File: src/rtl/core/magnitude_and_phase_extract_core_assert.svh
// Assertion macros for the magnitude and phase extract core.
`ifndef MAGNITUDE_AND_PHASE_EXTRACT_CORE_ASSERT_SVH
`define MAGNITUDE_AND_PHASE_EXTRACT_CORE_ASSERT_SVH

// Same-cycle implication, sampled on clk, off during reset.
`define MPE_ASSERT_IMPL(label, ante, cons) \
	label: assert property (@(posedge clk) disable iff (!arst_n) (ante) |-> (cons)) \
		else $error("assertion failed: same-cycle check");

// Next-cycle implication, sampled on clk, off during reset.
`define MPE_ASSERT_NEXT(label, ante, cons) \
	label: assert property (@(posedge clk) disable iff (!arst_n) (ante) |=> (cons)) \
		else $error("assertion failed: next-cycle check");

`endif

File: src/rtl/core/mpe_pkg.sv
// Package: fixed constants and angle table for the magnitude and phase extract core.
package mpe_pkg;

	// alpha and beta truncated to 16 fraction bits
	localparam longint ALPHA_Q16 = 64'sd62942;
	localparam longint BETA_Q16  = 64'sd26071;
	localparam int     COEF_W    = 16;

	localparam longint HALF_PI_Q30 = 64'sd1686629713;

	localparam int ENERGY_W = 32;
	localparam int INDEX_W  = 8;
	localparam int PHASE_W  = 20;
	localparam int MAG_W    = 24;
	localparam int ATAN_DEPTH = 24;

	// atan(2^-i), 30 fraction bits
	localparam longint ATAN_Q30 [ATAN_DEPTH] = '{
		64'sd843314857, 64'sd497837829, 64'sd263043837, 64'sd133525159,
		64'sd67021687,  64'sd33543516,  64'sd16775851,  64'sd8388437,
		64'sd4194283,   64'sd2097149,   64'sd1048576,   64'sd524288,
		64'sd262144,    64'sd131072,    64'sd65536,     64'sd32768,
		64'sd16384,     64'sd8192,      64'sd4096,      64'sd2048,
		64'sd1024,      64'sd512,       64'sd256,       64'sd128
	};

	// round half up from 30 fraction bits to pf fraction bits
	function automatic longint to_phase(longint q30, int pf);
		longint bias;
		bias = 64'sd1 <<< (29 - pf);
		return (q30 + bias) >>> (30 - pf);
	endfunction

endpackage

File: src/rtl/core/mpe_cell.sv
// One CORDIC vectoring cell: a fixed-shift micro-rotation and its pipeline register.
module mpe_cell #(
	parameter int XW     = 27,
	parameter int ZW     = 20,
	parameter int PF     = 17,
	parameter int SIDE_W = 120,
	parameter int STAGE  = 0
) (
	input  logic                 clk,
	input  logic                 arst_n,
	input  logic                 valid_in,
	output logic                 ready_in,
	input  logic signed [XW-1:0] x_in,
	input  logic signed [XW-1:0] y_in,
	input  logic signed [ZW-1:0] z_in,
	input  logic [SIDE_W-1:0]    side_in,
	output logic                 valid_out,
	input  logic                 ready_out,
	output logic signed [XW-1:0] x_s1,
	output logic signed [XW-1:0] y_s1,
	output logic signed [ZW-1:0] z_s1,
	output logic [SIDE_W-1:0]    side_s1
);

	localparam logic signed [ZW-1:0] ANGLE =
		ZW'(mpe_pkg::to_phase(mpe_pkg::ATAN_Q30[STAGE], PF));

	logic                 v_s1;
	logic signed [XW-1:0] xs, ys, x_nx, y_nx;
	logic signed [ZW-1:0] z_nx;

	assign ready_in  = !v_s1 || ready_out;
	assign valid_out = v_s1;
	assign xs = x_in >>> STAGE;
	assign ys = y_in >>> STAGE;

	// rotate toward the x axis, direction from the sign of y
	always_comb begin
		if (!y_in[XW-1]) begin
			x_nx = x_in + ys;
			y_nx = y_in - xs;
			z_nx = z_in + ANGLE;
		end else begin
			x_nx = x_in - ys;
			y_nx = y_in + xs;
			z_nx = z_in - ANGLE;
		end
	end

	always_ff @(posedge clk or negedge arst_n) begin
		if (!arst_n) begin
			v_s1 <= 1'b0;
		end else if (ready_in) begin
			v_s1 <= valid_in;
		end
	end

	always_ff @(posedge clk) begin
		if (valid_in && ready_in) begin
			x_s1    <= x_nx;
			y_s1    <= y_nx;
			z_s1    <= z_nx;
			side_s1 <= side_in;
		end
	end

endmodule

File: config.mk
export PLATFORM = sky130hd
export DESIGN_NAME = mpe_cell
export DESIGN_NICKNAME = d
export VERILOG_FILES = /design/src/rtl/core/magnitude_and_phase_extract_core_assert.svh /design/src/rtl/core/mpe_pkg.sv /design/src/rtl/core/mpe_cell.sv
export SDC_FILE = /design/constraint.sdc
export NUM_CORES = 1
export LEC_CHECK = 0
export BUFFER_PORTS_ARGS = -buffer_cell sky130_fd_sc_hd__buf_2
export CAP_MARGIN = 15
export CORE_UTILIZATION = 45
export DETAILED_ROUTE_END_ITERATION = 10
export GPL_TIMING_DRIVEN = 0
export PLACE_DENSITY = 0.73
export SYNTH_ARGS = -nofsm -noshare
export SYNTH_HDL_FRONTEND = slang
export SYNTH_SLANG_ARGS = --single-unit
File: constraint.sdc
create_clock -name clk -period 16.35 [get_ports clk]
set_input_delay 0.8175 -clock clk [delete_from_list [all_inputs] [get_ports clk]]
set_output_delay 0.8175 -clock clk [all_outputs]
set_load 0.01 [all_outputs]
==> results.sh <==
export IMPL_outcome="completed"
export IMPL_drt_iter0_markers=933
export IMPL_synth_edff_count=193
export IMPL_drc_errors=0
export IMPL_netSwitchingPower_uw=433
export IMPL_fin_setup_tns_ps=0
export IMPL_ff_latch_area_um2=5820
export IMPL_synth_top_area_share=0.526
export IMPL_synth_seq_cells=194
export IMPL_num_vias=9651
export IMPL_yosysSeqAreaShare=0.529
export IMPL_track_usage=0.294
export IMPL_pwr_share_seq=0.440
export IMPL_rows=56
export IMPL_ctsHoldBuffers=0
export IMPL_end_kind="flop"
export IMPL_fill_cells=2020
export IMPL_clk_latency_ps=440
export IMPL_post_route_period_util=0.281
export IMPL_postPlaceCellArea_um2=13400
export IMPL_cts_setup_buffers=0
export IMPL_routed_wl_um=37700
export IMPL_use_met1=0.387
export IMPL_worstSetupStartpointType="primary input"
export IMPL_synth_area_leaders="edfxtp_1 53%, ha_1 10%, xnor2_1 4.6%"
export IMPL_cp_required_ps=16520
export IMPL_powerDensity_nw_per_um2=98.1
export IMPL_cts_tree="done"
export IMPL_busiest_layer="met2"
export IMPL_syn_inst=984
export IMPL_die_area_um2=25100
export IMPL_syn_nets=1277
export IMPL_post_drt_wl_per_cell_um=21.8
export IMPL_cp_arrival_ps=4760
export IMPL_met3_usage=0.0463
export IMPL_viasPerCell=5.58
export IMPL_cap_violations=0
export IMPL_pwr_share_clk=0.325
export IMPL_p_comb_frac=0.235
export IMPL_slew_headroom=0.290
export IMPL_cts_root_buf="clkbuf_16"
export IMPL_place_congestion=0.989
export IMPL_coreArea_um2=23800
export IMPL_drv_slew=0
export IMPL_dr_pass1_iters=5
export IMPL_finalHoldViolCount=0
export IMPL_cts_resized_gates=0
export IMPL_grt_pass1_vias=9129
export IMPL_crit_type="in -> reg"
export IMPL_synth_main_ff_cell="edfxtp_1"
export IMPL_htreeDepth=4
export IMPL_synthToLayoutAreaGrowth_pct=27.9
export IMPL_grt_pass1_wl_um=54100
export IMPL_dp_hpwl_um=30100
export IMPL_use_met2=0.478
export IMPL_grt_ovfl_total=0
export IMPL_fp_dieW_um=158
export IMPL_antenna_found_initial=1
export IMPL_skew_ps=16.1
export IMPL_multi_input_area_um2=4660
export IMPL_setup_viol=0
export IMPL_rsz0062_at_grt="false"
export IMPL_io_pins=394
export IMPL_design_area_um2=14100
export IMPL_max_slew_worst_pin_slew_ps=1070
export IMPL_yosysTopAreaCell="edfxtp_1"
export IMPL_initial_core_util=0.463
export IMPL_leakage_uw=0.00621
export IMPL_min_period_ps=4590
export IMPL_synthArstFlopShare=0.00515
export IMPL_cts_made_buffers=17
export IMPL_max_freq_mhz=218
export IMPL_drive_gt1_frac=0.327
export IMPL_synth_warnings=0
export IMPL_clock_path_buffers=2
export IMPL_synthDistinctLibCells=75
export IMPL_syn_area_per_cell_um2=11.2
export IMPL_syn_cell_area_um2=11000
export IMPL_cts_sinks=194
export IMPL_ant_nets=0
export IMPL_hold_path_class="in -> async"
export IMPL_internal_power_uw=948
export IMPL_die_h_um=158
export IMPL_vdd_ir_drop_max_mv=0.0741
export IMPL_grt_max_degree=76
export IMPL_netSwitchingFraction=0.314
export IMPL_nets=1691
export IMPL_path_max_fanout=14
export IMPL_clkTransAtPathRegs_ps=90
export IMPL_io_buffers=393
-- power by group through the flow --
stage / clock network (uW) / logic [uW] / registers, uW
final: 449 / 325 / 608
after global routing: 471 / 349 / 612
after CTS: 457 / 320 / 608
after detailed placement: 0 / 318 / 619
after global placement: 0 / 313 / 625
after floorplan: 0 / 165 / 645
-- state kept, by name, summed over array words and instances, names as in the netlist --
signal,flops
side_s1,120
valid_out,1
x_s1,26
y_s1,27
z_s1,20
-- cells in the final DEF, fill, tap and decap left out, types with 9 or more instances in the layout --
master     Yosys  final
o21ai_0       52     52
edfxtp_1     193    193
a21oi_1       95     95
o21ai_1       14     14
a211oi_1       9      9
nor2_1        67     67
a21o_1        19     19
clkbuf_1      14     14
nand2b_1      11     11
inv_1         87     87
clkbuf_16      0     17
buf_2         13    406
o21a_1        12     12
o21bai_1      23     23
xnor2_1       58     58
nand2_1       44     44
nor3_1        23     23
ha_1          91     91
nand3_1       12     12
-- metrics by stage --
stage / utilization / hold WS [ps] / power (uW) / instances / setup WS, ps
floorplan: - / 522 / 810 / 984 / 10330
global placement: 0.563 / 497 / 939 / 1696 / 8470
detailed placement: 0.565 / 522 / 937 / 1698 / 11300
CTS: 0.592 / 120 / 1380 / 1730 / 11750
global route: 0.592 / 120 / 1430 / 1730 / 11480
finish: 0.593 / 133 / 1380 / 1731 / 11760
-- path summary, 6_finish.rpt --
kind | startpoint | to | slack (ps) | cells past startpoint
max | y_in[26] | z_s1[19] | 11760 | 13
min | arst_n | valid_out | 130 | 1
max reg2reg | valid_out | y_s1[25] | 14340 | 3
min reg2reg | valid_out | valid_out | 540 | 2
max in group asynchronous | arst_n | valid_out | 16140 | 1
min in group clk | valid_out | valid_out | 540 | 2
-- routing by layer --
layer,vias to the layer above,wire length (um)
met5,-,0
met1,4631,15400
met2,521,17600
li1,4413,-
met4,0,1510
met3,86,3200
-- worst max-delay path, cell delays in order --
cell      delay, ps
buf_2           250
clkbuf_1        420
clkinv_1        570
clkbuf_1        600
fa_1            620
nor2b_1         120
o21ai_0         100
a21boi_0        320
o21ai_0         220
a21oi_1         170
a41oi_1         190
a31oi_1         250
xnor2_1         100
-- synthesized netlist by cell type, drive strengths merged, types with 3 or more instances --
library cell    n
o21bai         23
buf            22
o221ai          4
nor3           23
o21ai          66
a22oi           5
edfxtp        193
nand2b         11
a211oi          9
ha             91
inv            94
nand4           7
nand2          44
a31oi           7
and2            3
nor2b           7
fa              4
a211o           5
o2111ai         5
and3            3
or3             6
o21a           12
o211ai          6
a21oi          96
o311ai          4
xnor2          58
a21boi          5
nand3b          3
mux2i           5
a21o           19
o31ai           7
xor2            3
nor4            4
clkbuf         15
nor2           67
nand3          12
o311a           4
-- layout make-up --
cell class	instances	share of cell area
multi-input cells	657	0.331
repair buffers	395	0.144
plain buffers	37	0.0119
well taps	319	0.0284
diodes	1	0.000178
clock inverters	15	0.0153
inverters	96	0.0256
flip-flops and latches	194	0.414
clock buffers	17	0.0302
-- cell families after synthesis --
kind of cell	Yosys count	share of synthesized area
AOI/OAI and AO/OA	297	0.173
muxes	5	0.00455
adders and majority gates	95	0.111
and+or+nand+nor	199	0.0864
DFF	194	0.529
xor gates and xnor gates	61	0.0485
buffers and inverters	133	0.0480
(Power assumes the default switching activity.)
