--- src/rtl/core/magnitude_and_phase_extract_core_assert.svh ---
// Assertion macros for the magnitude and phase extract core.
`ifndef MAGNITUDE_AND_PHASE_EXTRACT_CORE_ASSERT_SVH
`define MAGNITUDE_AND_PHASE_EXTRACT_CORE_ASSERT_SVH

// Same-cycle implication, sampled on clk, off during reset.
`define MPE_ASSERT_IMPL(label, ante, cons) \
	label: assert property (@(posedge clk) disable iff (!arst_n) (ante) |-> (cons)) \
		else $error("assertion failed: same-cycle check");

// Next-cycle implication, sampled on clk, off during reset.
`define MPE_ASSERT_NEXT(label, ante, cons) \
	label: assert property (@(posedge clk) disable iff (!arst_n) (ante) |=> (cons)) \
		else $error("assertion failed: next-cycle check");

`endif

--- src/rtl/core/mpe_pkg.sv ---
// Package: fixed constants and angle table for the magnitude and phase extract core.
package mpe_pkg;

	// alpha and beta truncated to 16 fraction bits
	localparam longint ALPHA_Q16 = 64'sd62942;
	localparam longint BETA_Q16  = 64'sd26071;
	localparam int     COEF_W    = 16;

	localparam longint HALF_PI_Q30 = 64'sd1686629713;

	localparam int ENERGY_W = 32;
	localparam int INDEX_W  = 8;
	localparam int PHASE_W  = 20;
	localparam int MAG_W    = 24;
	localparam int ATAN_DEPTH = 24;

	// atan(2^-i), 30 fraction bits
	localparam longint ATAN_Q30 [ATAN_DEPTH] = '{
		64'sd843314857, 64'sd497837829, 64'sd263043837, 64'sd133525159,
		64'sd67021687,  64'sd33543516,  64'sd16775851,  64'sd8388437,
		64'sd4194283,   64'sd2097149,   64'sd1048576,   64'sd524288,
		64'sd262144,    64'sd131072,    64'sd65536,     64'sd32768,
		64'sd16384,     64'sd8192,      64'sd4096,      64'sd2048,
		64'sd1024,      64'sd512,       64'sd256,       64'sd128
	};

	// round half up from 30 fraction bits to pf fraction bits
	function automatic longint to_phase(longint q30, int pf);
		longint bias;
		bias = 64'sd1 <<< (29 - pf);
		return (q30 + bias) >>> (30 - pf);
	endfunction

endpackage

--- src/rtl/core/mpe_front.sv ---
// Front end: quadrant pre-rotation, max/min of magnitudes, coefficient products, index.
module mpe_front #(
	parameter int SAMPLE_W = 24,
	parameter int XW       = 27,
	parameter int ZW       = 20,
	parameter int PF       = 17,
	parameter int PW       = 40
) (
	input  logic                                clk,
	input  logic                                arst_n,
	input  logic                                in_valid,
	output logic                                in_ready,
	input  logic signed [SAMPLE_W-1:0]          gamma_re,
	input  logic signed [SAMPLE_W-1:0]          gamma_im,
	input  logic [mpe_pkg::ENERGY_W-1:0]        window_energy,
	output logic                                out_valid,
	input  logic                                out_ready,
	output logic signed [XW-1:0]                x_out,
	output logic signed [XW-1:0]                y_out,
	output logic signed [ZW-1:0]                z_out,
	output logic [PW-1:0]                       prod_a,
	output logic [PW-1:0]                       prod_b,
	output logic [mpe_pkg::ENERGY_W-1:0]        energy_out,
	output logic [mpe_pkg::INDEX_W-1:0]         index_out
);

	localparam logic signed [ZW-1:0] HALF_PI =
		ZW'(mpe_pkg::to_phase(mpe_pkg::HALF_PI_Q30, PF));
	localparam logic [mpe_pkg::COEF_W-1:0] ALPHA = mpe_pkg::COEF_W'(mpe_pkg::ALPHA_Q16);
	localparam logic [mpe_pkg::COEF_W-1:0] BETA  = mpe_pkg::COEF_W'(mpe_pkg::BETA_Q16);

	logic [mpe_pkg::INDEX_W-1:0] index_q;

	logic                         v_s1, rdy_s1;
	logic signed [XW-1:0]         x_s1, y_s1;
	logic signed [ZW-1:0]         z_s1;
	logic [SAMPLE_W-1:0]          mx_s1, mn_s1;
	logic [mpe_pkg::ENERGY_W-1:0] e_s1;
	logic [mpe_pkg::INDEX_W-1:0]  idx_s1;

	logic                         v_s2, rdy_s2;

	logic [SAMPLE_W-1:0]  ax, ay;
	logic signed [XW-1:0] re_e, im_e, x_pre, y_pre;
	logic signed [ZW-1:0] z_pre;
	logic                 accept;

	assign rdy_s2   = !v_s2 || out_ready;
	assign rdy_s1   = !v_s1 || rdy_s2;
	assign in_ready = rdy_s1;
	assign accept   = in_valid && rdy_s1;
	assign out_valid = v_s2;

	// abs of the most negative code reads as 2^(W-1) unsigned
	assign ax   = gamma_re[SAMPLE_W-1] ? SAMPLE_W'(-gamma_re) : gamma_re;
	assign ay   = gamma_im[SAMPLE_W-1] ? SAMPLE_W'(-gamma_im) : gamma_im;
	assign re_e = XW'(gamma_re);
	assign im_e = XW'(gamma_im);

	always_comb begin
		x_pre = re_e;
		y_pre = im_e;
		z_pre = '0;
		if (gamma_re[SAMPLE_W-1]) begin
			if (!gamma_im[SAMPLE_W-1]) begin
				x_pre = im_e;
				y_pre = -re_e;
				z_pre = HALF_PI;
			end else begin
				x_pre = -im_e;
				y_pre = re_e;
				z_pre = -HALF_PI;
			end
		end
	end

	always_ff @(posedge clk or negedge arst_n) begin
		if (!arst_n) begin
			index_q <= '0;
			v_s1    <= 1'b0;
			v_s2    <= 1'b0;
		end else begin
			if (accept) index_q <= index_q + 1'b1;
			if (rdy_s1) v_s1 <= in_valid;
			if (rdy_s2) v_s2 <= v_s1;
		end
	end

	always_ff @(posedge clk) begin
		if (accept) begin
			x_s1   <= x_pre;
			y_s1   <= y_pre;
			z_s1   <= z_pre;
			mx_s1  <= (ax > ay) ? ax : ay;
			mn_s1  <= (ax > ay) ? ay : ax;
			e_s1   <= window_energy;
			idx_s1 <= index_q;
		end
		if (v_s1 && rdy_s2) begin
			x_out      <= x_s1;
			y_out      <= y_s1;
			z_out      <= z_s1;
			prod_a     <= PW'(mx_s1) * PW'(ALPHA);
			prod_b     <= PW'(mn_s1) * PW'(BETA);
			energy_out <= e_s1;
			index_out  <= idx_s1;
		end
	end

endmodule

--- config.mk ---
export PLATFORM = sky130hd
export DESIGN_NAME = mpe_front
export DESIGN_NICKNAME = d
export VERILOG_FILES = /design/src/rtl/core/magnitude_and_phase_extract_core_assert.svh /design/src/rtl/core/mpe_pkg.sv /design/src/rtl/core/mpe_front.sv
export SDC_FILE = /design/constraint.sdc
export NUM_CORES = 1
export LEC_CHECK = 0
export BUFFER_PORTS_ARGS = -buffer_cell sky130_fd_sc_hd__buf_2
export CORE_AREA = 2 2 256 258
export DETAILED_ROUTE_END_ITERATION = 10
export DIE_AREA = 0 0 258 260
export PLACE_DENSITY = 0.62
export SLEW_MARGIN = 20
export SYNTH_ARGS = -nofsm -noshare
export SYNTH_HDL_FRONTEND = slang
export SYNTH_SLANG_ARGS = --single-unit
--- constraint.sdc ---
create_clock -name clk -period 8 [get_ports clk]
set_clock_uncertainty 0.2 [all_clocks]
set_input_delay 0.8 -clock clk [delete_from_list [all_inputs] [get_ports clk]]
set_output_delay 0.8 -clock clk [all_outputs]
set_load 0.01 [all_outputs]
==> summary.md <==
| Metric | Value |
|---|---|
| Status | completed |
| Total number of vias | 18100 |
| Setup TNS | 0 ns |
| R2R Path Start | mx_s1[8]$_DFFE_PP_ |
| Total Routing Usage GR | 20.5% |
| Dpl hpwl | 55500 um |
| Critical Path RT | 8.11 ns |
| CTS Buf Count | 38 |
| Drt total wl | 67400 um |
| Final Cycle Share | 86.9% |
| Max Root-Sink Buffers | 3 |
| Synthesized cell area | 0.0286 mm^2 |
| Top cell type's share of synthesized area | 33.6% |
| Port bufs | 277 |
| Gr busiest metal | met2 |
| Final setup vio count | 0 |
| Vias per inst | 5.00 |
| Nets | 3476 |
| Top Ports | 280 |
| Max Slew Vio Count | 0 |
| Register area share after synthesis | 34.5% |
| Worst skew pair latency | 0.58 ns |
| Die ar. | 0.0671 mm^2 |
| Max cap viols | 0 |
| Critical path class | reg -> reg |
| Hold endpoint | x_out[17]$_DFFE_PP_ |
| Unrepaired setup endpoints after global routing | no |
| First-pass GRT wire length | 107000 um |
| Setup repair bufs after CTS | 0 |
| Synth warnings | 0 |
| CTS tree | done |
| RR Endpoint | prod_a[38]$_DFFE_PP_ |
| Vias in the first global route | 19300 |
| Most frequent CP cell | fa_1 |
| Distinct cells, synth | 72 |
| Met3 Use GR | 3.46% |
| Initial antenna violation count | 8 |
| Slowest stage cell, crit path | fa_1 |
| Syn Area/Cell | 11.5 um^2 |
| Layout cells sized above 1 | 13.3% |
| Row count | 93 |
| Async S/R FF share, synth | 3.03% |
| Primary FF master, synth | edfxtp_1 |
| Crit path max-delay family | adder cells |
| DR WL/cell | 18.7 um |
| Min-Delay Startpoint | x_s1[17]$_DFFE_PP_ |
| Clk root buf | clkbuf_16 |
| Met1 usage | 27.2% |
| Die H | 260 um |
| Area contributors post-synth | edfxtp_1, fa_1, ha_1, inv_1, xnor2_1 |
| Flops & latches, synth | 330 |
| Top-count cell post-synth | inv_1 |
| TritonRoute pass-1 iters | 4 |
| Initial Utilization | 44.6% |
| Worst setup EP type | flop |
| Slew margin rel. | 26.0% |
| Post-CTS Hold Buffers | 1 |
| Dominant cell type by area after synthesis | edfxtp_1 |
| Routability cong. | 0.908 |
| Synth-to-Final Area Change | 12.0% |
| ANT nets after route | 0 |
| Slew of the pin with the lowest slew margin | 1.11 ns |
| Crit path largest cell delay | 0.58 ns |
| Final Hold Vio Count | 0 |
| Clk slew on worst S/H paths | 0.06 ns |
| Period minus WS final | 6.95 ns |
| WP buf/inv | 4 |
| Post-Synthesis Cells | 2477 |
| Max Fanout on Critical Path | 6 |
| Remaining global-route overflow | 0 |
| Worst reg-to-reg setup slack | 1.05 ns |
| Crit path launch type | flop |
| Min-Delay Path Class | reg -> reg |
| Iter 0 DRT Violations | 967 |
| Max Freq | 0.144 GHz |
| DRC errors left | 0 |
| Crit path cell chain | inv_1, fa_1, fa_1, inv_1, fa_1, inv_1, fa_1, fa_1, inv_1, fa_1, ha_1, nand2_1, or4_1, and2_1, a31oi_1, o21ai_0, o21ai_0, a221oi_1, xnor2_1 |
| H-tree levels | 2 |
| Worst path arrival time | 7.06 ns |
| CTS Sinks | 330 |
| Die span in x | 258 um |
| Core footprint | 0.0641 mm^2 |
| GR Layer Usage met2 | 34.9% |
| Post-synth EDFFs | 320 |
| R2R cell count | 19 |
| Post_cts resized | 0 |
| Post-synth top cells | inv_1, fa_1, ha_1, edfxtp_1, a21oi_1 |
| Pin count of the biggest net entering global routing | 87 |
| Hold Path Cell Cnt | 0 |
per-layer routing:
layer  part of all wire, %  wire [um]
met5                  0.13         91
met4                   2.3       1520
met3                   4.2       2810
met2                    50      33500
met1                    44      29600
cell families (layout without fill, tap and decap cells):
| logic type | count (synthesis) | in the layout | share of synthesized area [%] |
|---|---|---|---|
| AND/OR/NAND/NOR | 329 | 329 | 5.70 |
| buffers and inverters | 629 | 905 | 8.59 |
| flip-flops | 330 | 330 | 34.5 |
| multiplexers | 54 | 54 | 1.90 |
| adder cells (fa/ha/maj) | 664 | 664 | 37.8 |
| XOR/XNOR | 140 | 140 | 4.31 |
| AO/OA/AOI/OAI | 330 | 330 | 7.21 |
| other | 1 | 6 | 0.0131 |
worst max path at each step:
| stage | endpoint | startpoint | depth (start not counted) | slack (ns) |
|---|---|---|---|---|
| final | prod_a[38]$_DFFE_PP_ | mx_s1[8]$_DFFE_PP_ | 19 | 1.05 |
| after global routing | prod_a[35]$_DFFE_PP_ | mx_s1[7]$_DFFE_PP_ | 21 | 0.77 |
| after CTS | prod_a[38]$_DFFE_PP_ | mx_s1[8]$_DFFE_PP_ | 19 | 1.05 |
| after detailed placement | prod_a[38]$_DFFE_PP_ | mx_s1[8]$_DFFE_PP_ | 19 | 1.09 |
| after global placement | prod_a[38]$_DFFE_PP_ | mx_s1[8]$_DFFE_PP_ | 19 | 1.19 |
| after floorplan | index_q[5]$_DFFE_PN0P_ | out_ready | 6 | 1.62 |
through the flow:
stage	setup slack (ns)	area [um^2]	hold slack (ns)	utilization, %	instances
4_1_cts	1.05	32000	0.182	49.9	3611
6_report	1.05	32000	0.202	50.0	3613
3_5_place_dp	1.09	30700	0.205	47.9	3541
5_1_grt	0.772	32000	0.194	50.0	3613
2_1_floorplan	1.62	28600	0.200	-	2481
3_3_place_gp	1.19	30700	0.201	47.9	3541
layout by cell type (no fill, tap or decap), types with 62 or more instances in the layout:
master	instances
fa_1	332
nor2_1	104
buf_2	276
xnor2_1	77
edfxtp_1	320
nand2_1	75
inv_1	550
a21oi_1	130
ha_1	332
xor2_1	62
area by class of cell:
cell class | count | area, um^2
Multi-Input combinational cell | 1522 | 16300
Sequential cell | 330 | 9860
Clock inverter | 21 | 235
Tap cell | 855 | 1070
Antenna cell | 1 | 2.50
Clock buffer | 48 | 1010
Inverter | 550 | 2060
Timing Repair Buffer | 286 | 1480
Fill cell | 5786 | 32100
sequential cells by signal, summed over array words and instances, names as in the netlist, 27 cells and up:
| name | cells |
|---|---|
| prod_b | 39 |
| e_s1 | 32 |
| prod_a | 39 |
| energy_out | 32 |
| y_out | 27 |
| x_s1 | 27 |
| x_out | 27 |
| y_s1 | 27 |
Power is left out: the tool's default activity adds up to more than one toggle a clock period on the data nets, which glitch-free logic cannot reach.
